--- config.mk ---
export PLATFORM = sky130hd
export DESIGN_NAME = scr_ram
export DESIGN_NICKNAME = d
export VERILOG_FILES = /design/src/rtl/scr_ram.sv
export SDC_FILE = /design/constraint.sdc
export NUM_CORES = 1
export LEC_CHECK = 0
export BUFFER_PORTS_ARGS = -buffer_cell sky130_fd_sc_hd__buf_2
export CAP_MARGIN = 20
export CORE_ASPECT_RATIO = 0.6
export CORE_MARGIN = 2
export CORE_UTILIZATION = 50
export DETAILED_ROUTE_END_ITERATION = 10
export PLACE_DENSITY = 0.67
export SLEW_MARGIN = 40
export SYNTH_ARGS = -nofsm -noshare
export SYNTH_HDL_FRONTEND = slang
export SYNTH_SLANG_ARGS = --single-unit
export TNS_END_PERCENT = 100
--- constraint.sdc ---
create_clock -name clk -period 10.1 [get_ports clk]
set_input_delay 1.01 -clock clk [delete_from_list [all_inputs] [get_ports clk]]
set_output_delay 1.01 -clock clk [all_outputs]
set_load 0.02 [all_outputs]
--- src/rtl/scr_ram.sv ---
// ----------------------------------------------------------------------------
// Generic RAM
// One write port and one read port with the read data registered.
// ----------------------------------------------------------------------------
module scr_ram #(
  parameter int WIDTH = 32,
  parameter int DEPTH = 16,
  parameter int AW    = (DEPTH > 1) ? $clog2(DEPTH) : 1
) (
  input  logic             clk,
  input  logic             we,
  input  logic [AW-1:0]    waddr,
  input  logic [WIDTH-1:0] wdata,
  input  logic [AW-1:0]    raddr,
  output logic [WIDTH-1:0] rdata
);

  logic [WIDTH-1:0] mem [DEPTH];

  // Write and registered read.
  always_ff @(posedge clk) begin
    if (we) begin
      mem[waddr] <= wdata;
    end
    rdata <= mem[raddr];
  end

endmodule

==> After elaboration in Yosys (flattened, before gate mapping) <==
Memory sizes are Yosys's and may differ from the RTL's. A register that Yosys moved wholly into a read port is not among the register bits.
Index checks and enable logic that the tools add are counted.
{ "op_classes": {"bitwise_logic": 0, "mul": 0, "shifts": 0, "n_eq_ne": 0, "div_mod_pow": 0, "order_cmp": 0, "add_sub_neg": 0, "n_mux": 2, "reduce_logical": 0} }
{ "ops": {"columns": ["operator", "n"], "rows": [
  ["2-to-1 mux 1 bit", 2]
]} }
{ "totals": {"latch_bits": 0, "ramBits": 512, "output_inout_bits": 32, "rom_bits": 0, "regBits": 0, "word_cells": 3, "memories": 1, "inputBits": 42} }
{ "memory_table": {"columns": ["name", "depth", "width", "rd", "rd_clocked_by_memory_dff", "write_ports", "line", "rtl"], "rows": [
  ["mem", 16, 32, 1, 1, 1, "18", "logic [WIDTH-1:0] mem [DEPTH];"]
]} }

==> Longest topological paths before layout <==
{ "logic_depth": {"word_depth": 2, "ltp_mapped": 5, "ltp_nobuf": 3} }

==> Worst setup path after synthesis <==
Ideal clock, no wire load.
{ "synth_path": {"path_type": "input -> register", "start": "input port waddr[2]", "end": "memory mem[0][0] (enable)", "required_ns": 9.639, "path_buffers": 0, "setup_time_ns": 0.461, "path_slack_ns": 5.910, "t_arrival_ns": 3.728, "path_stages": 2, "path_cell_list": "or3b_2 > nor3_1"} }
{ "synth_rtl": {"columns": ["item", "line", "rtl"], "rows": [
  ["start: declaration", "12", "input logic [AW-1:0] waddr,"],
  ["end: declaration", "18", null]
]} }
Straight into the memory's write port.

==> impl_metrics.prom <==
# TYPE chip_impl_metric gauge
chip_impl_metric{name="synth.ff_latch_count",unit=""} 544
chip_impl_metric{name="drc",unit=""} 0
chip_impl_metric{name="detailed_place_hpwl",unit="mm"} 19.3
chip_impl_metric{name="post-route-min-period",unit="ps"} 2640
chip_impl_metric{name="post_synthesis_share_of_cell_area_spent_on_xor_and_xnor_gates",unit="%"} 0
chip_impl_metric{name="route.antenna.remaining_nets",unit=""} 0
chip_impl_metric{name="path_depth",unit=""} 5
chip_impl_info{name="critical_path.top_delay_family",value="buffers and inverters"} 1
chip_impl_metric{name="detailroute.via_count",unit=""} 8957
chip_impl_info{name="critical_path.slowest_cell",value="sky130_fd_sc_hd__buf_6"} 1
chip_impl_metric{name="portion_of_the_clock_cycle_consumed_by_the_worst_path_in_the_final_layout",unit="%"} 26.1
chip_impl_metric{name="wl",unit="mm"} 41.2
chip_impl_metric{name="power.leakage",unit="nW"} 7.18
chip_impl_metric{name="grt_pass1_wl",unit="mm"} 59.9
chip_impl_metric{name="crit_path_max_incr_delay",unit="ps"} 630
chip_impl_metric{name="cp_data_required_time",unit="ps"} 10550
chip_impl_info{name="clock_root_buffer",value="sky130_fd_sc_hd__clkbuf_16"} 1
chip_impl_info{name="crit_path_capture",value="rdata[25]"} 1
chip_impl_metric{name="maxSlewViolCount",unit=""} 0
chip_impl_info{name="setup_repair_after_global_routing_missed_its_margin",value="no"} 1
chip_impl_metric{name="synth_area_in_compound_gates",unit="%"} 2.42
chip_impl_info{name="timing.critical_path.from",value="raddr[0]"} 1
chip_impl_info{name="status",value="complete, no violations"} 1
chip_impl_metric{name="setup-tns-final",unit="ps"} 0
chip_impl_metric{name="syn_to_final_growth",unit="%"} 13.3
chip_impl_metric{name="synth_cell_types",unit=""} 18
chip_impl_metric{name="timing.max_slew.rel_slack",unit="%"} 51.5
chip_impl_metric{name="final.setup_skew",unit="ps"} 11.7
chip_impl_info{name="critical_path.startpoint_type",value="input pin"} 1
chip_impl_info{name="combinational_family_with_the_most_area_after_synthesis",value="multiplexers"} 1
chip_impl_metric{name="die_width",unit="um"} 261
chip_impl_metric{name="core_region_area",unit="sq um"} 39100
chip_impl_metric{name="cellPowerDensity",unit="nW/um^2"} 201
chip_impl_metric{name="synth-adder-area-share",unit="%"} 0
chip_impl_metric{name="worstPathArrival",unit="ps"} 3090
chip_impl_metric{name="finish.net_count",unit=""} 980
chip_impl_metric{name="yosysSeqAreaShare",unit="%"} 80.7
chip_impl_metric{name="global_placement_routability_congestion",unit=""} 0.697
chip_impl_metric{name="register_clock_pin_slew_on_the_reported_worst_setup_and_hold_paths",unit="ps"} 60
chip_impl_metric{name="cell_depth_of_the_worst_flop_to_flop_path",unit=""} 3
chip_impl_metric{name="place.port_buffers",unit=""} 73
chip_impl_metric{name="yosys-mux-area-fraction",unit="%"} 14.5
chip_impl_info{name="hold_path_startpoint",value="mem[6][17]"} 1
chip_impl_metric{name="cts.sink_count",unit=""} 544
chip_impl_metric{name="syn-num-nets",unit=""} 880
chip_impl_metric{name="setup.reg_to_reg.worst_slack",unit="ps"} 8770
chip_impl_metric{name="final_layout_size_suffix_gt1_share",unit="%"} 32.2
chip_impl_metric{name="postCtsResizedCells",unit=""} 0
chip_impl_metric{name="max-clock-path-buffers",unit=""} 3
chip_impl_metric{name="timing.final.hold_violations",unit=""} 0
chip_impl_metric{name="grt_antenna_before_repair",unit=""} 3
chip_impl_info{name="critical_path.reg2reg.startpoint",value="mem[10][29]"} 1
chip_impl_metric{name="critical_path_buf_inv_count",unit=""} 2
chip_impl_metric{name="grt_start_max_net_pins",unit=""} 80
chip_impl_metric{name="finalSetupViolCount",unit=""} 0
chip_impl_metric{name="fmax",unit="MHz"} 379
chip_impl_metric{name="final_design_utilization",unit="%"} 57.5
chip_impl_metric{name="syn-cell-area",unit="sq um"} 19900
chip_impl_metric{name="highest_fanout_seen_on_the_critical_path",unit=""} 79
chip_impl_metric{name="worstMarginPinSlew",unit="ps"} 727
chip_impl_metric{name="vdd_ir_drop_max",unit="uV"} 136
chip_impl_metric{name="synth_area_per_cell",unit="sq um"} 23.7
chip_impl_metric{name="num_ports",unit=""} 74
chip_impl_metric{name="worst_skew_pair.late_latency",unit="ps"} 570
chip_impl_metric{name="row_count",unit=""} 56
chip_impl_metric{name="floorplan.initialDensity",unit="%"} 50.8
chip_impl_metric{name="cts_inserted_buffers",unit=""} 47
chip_impl_metric{name="synthCells",unit=""} 838
chip_impl_metric{name="cts_hold_buffers",unit=""} 0
chip_impl_metric{name="synth_warnings",unit=""} 0
chip_impl_metric{name="htree_num_levels",unit=""} 2
chip_impl_metric{name="grt_overflow_total",unit=""} 0
chip_impl_metric{name="die_outline_area",unit="sq um"} 41400
chip_impl_metric{name="basic_gate_share_of_the_synthesized_area_counting_and_or_nand_and_nor_cells",unit="%"} 1.27
chip_impl_metric{name="vias_per_cell",unit=""} 5.97
chip_impl_metric{name="grt_pass1_vias",unit=""} 9131
chip_impl_info{name="worstSetupEndpointType",value="flop"} 1
chip_impl_info{name="cts_tree",value="built"} 1
chip_impl_info{name="crit-reg2reg-capture",value="rdata[29]"} 1
chip_impl_metric{name="cts_post_setup_buffers_inserted",unit=""} 0
chip_impl_info{name="min_path_type",value="flop to flop"} 1
chip_impl_metric{name="drv_cap",unit=""} 0
chip_impl_info{name="worstPathCellList",value="clkbuf_16 > buf_6 > mux4_2 > a22oi_1 > nand2_1"} 1
chip_impl_info{name="critical_setup_path_class",value="input pin to flop"} 1
chip_impl_metric{name="detail_route.iter0.violations",unit=""} 1030
chip_impl_metric{name="grt_usage",unit="%"} 20.4
chip_impl_metric{name="hold_ws",unit="ps"} 666
chip_impl_metric{name="drt-wirelength-per-cell",unit="um"} 27.5
chip_impl_metric{name="die_y",unit="um"} 158
chip_impl_metric{name="firstDrtPassIters",unit=""} 4
==> power by group <==
part / switching, mW / internal [mW]
clock network: 0.780 / 0.975
registers: 0.0156 / 2.52
logic: 0.140 / 0.0887
total: 0.935 / 3.59
==> through the flow <==
stage	std cells	setup slack (ps)	cell area (sq um)	power, mW
final	1500	7460	22500	4.52
after global routing	1499	7260	22500	4.66
after CTS	1497	7420	22500	4.56
after detailed placement	1411	6830	21000	2.82
after global placement	1411	6300	21000	2.81
after floorplan	838	5910	19900	2.72
==> flip-flops by register name (all words and copies together), names as in the netlist <==
name and count:
rdata 32, mem 512
==> kinds of logic after synthesis <==
kind of cell | count (synthesis)
multiplexers | 128
flip-flops | 544
AND/OR/NAND/NOR | 59
AO/OA/AOI/OAI | 64
buffers and inverters | 43
==> synth_stat cells <==
cell,n,area (sq um)
sky130_fd_sc_hd__nand2b_1,2,12.5
sky130_fd_sc_hd__buf_6,2,22.5
sky130_fd_sc_hd__edfxtp_1,512,15400
sky130_fd_sc_hd__nor2b_1,2,12.5
sky130_fd_sc_hd__or3b_2,1,8.76
sky130_fd_sc_hd__clkbuf_1,17,63.8
sky130_fd_sc_hd__a22oi_1,64,480
sky130_fd_sc_hd__buf_2,4,20.0
sky130_fd_sc_hd__nor3_1,4,20.0
sky130_fd_sc_hd__mux4_2,128,2880
sky130_fd_sc_hd__dfxtp_1,32,641
sky130_fd_sc_hd__and2_1,1,6.26
sky130_fd_sc_hd__nor2_1,13,48.8
sky130_fd_sc_hd__buf_1,9,33.8
sky130_fd_sc_hd__nand3_1,1,5.00
sky130_fd_sc_hd__nand3b_1,2,15.0
sky130_fd_sc_hd__nand2_1,33,124
sky130_fd_sc_hd__buf_4,11,82.6
==> metal layers <==
metal | vias to the layer above | track usage (%) | wire length, um
met5 | - | 0 | 0
met4 | 0 | 5.47 | 771
met3 | 66 | 3.45 | 2820
met2 | 335 | 32.5 | 19600
met1 | 4786 | 29.7 | 18000
li1 | 3770 | - | -
==> worst register-to-register path, stage by stage (launching register included) <==
cell and delay [ps]:
sky130_fd_sc_hd__edfxtp_1 370, sky130_fd_sc_hd__mux4_2 460, sky130_fd_sc_hd__a22oi_1 270, sky130_fd_sc_hd__nand2_1 100
==> final cells by class <==
class	instances	area (sq um)
Antenna cell	3	7.51
Clock buffer	61	1320
Clock inverter	25	180
Fill cell	2804	16600
Multi-Input combinational cell	251	3750
Sequential cell	544	16000
Tap cell	522	653
Timing Repair Buffer	94	557
==> cells in the final DEF (no fill, tap or decap) <==
cell type	instances
sky130_fd_sc_hd__a22oi_1	64
sky130_fd_sc_hd__and2_4	1
sky130_fd_sc_hd__buf_2	71
sky130_fd_sc_hd__buf_4	19
sky130_fd_sc_hd__buf_6	3
sky130_fd_sc_hd__bufinv_16	2
sky130_fd_sc_hd__clkbuf_1	7
sky130_fd_sc_hd__clkbuf_16	50
sky130_fd_sc_hd__clkbuf_8	5
sky130_fd_sc_hd__clkinv_1	8
sky130_fd_sc_hd__clkinv_2	10
sky130_fd_sc_hd__clkinv_4	2
sky130_fd_sc_hd__clkinvlp_4	3
sky130_fd_sc_hd__dfxtp_1	32
sky130_fd_sc_hd__diode_2	3
sky130_fd_sc_hd__edfxtp_1	512
sky130_fd_sc_hd__mux4_2	128
sky130_fd_sc_hd__nand2_1	33
sky130_fd_sc_hd__nand2b_1	2
sky130_fd_sc_hd__nand3_1	1
sky130_fd_sc_hd__nand3b_1	2
sky130_fd_sc_hd__nor2_4	13
sky130_fd_sc_hd__nor2b_4	2
sky130_fd_sc_hd__nor3_2	4
sky130_fd_sc_hd__or3b_2	1
==> how the worst min path moves through the flow <==
stage / endpoint / slack, ps / depth (start not counted)
floorplan: rdata[0] / 630 / 3
detailed placement: rdata[24] / 660 / 3
CTS: rdata[17] / 670 / 3
global placement: rdata[9] / 650 / 3
global route: rdata[18] / 690 / 3
finish: rdata[17] / 670 / 3
Power figures use the tool's default switching activity.
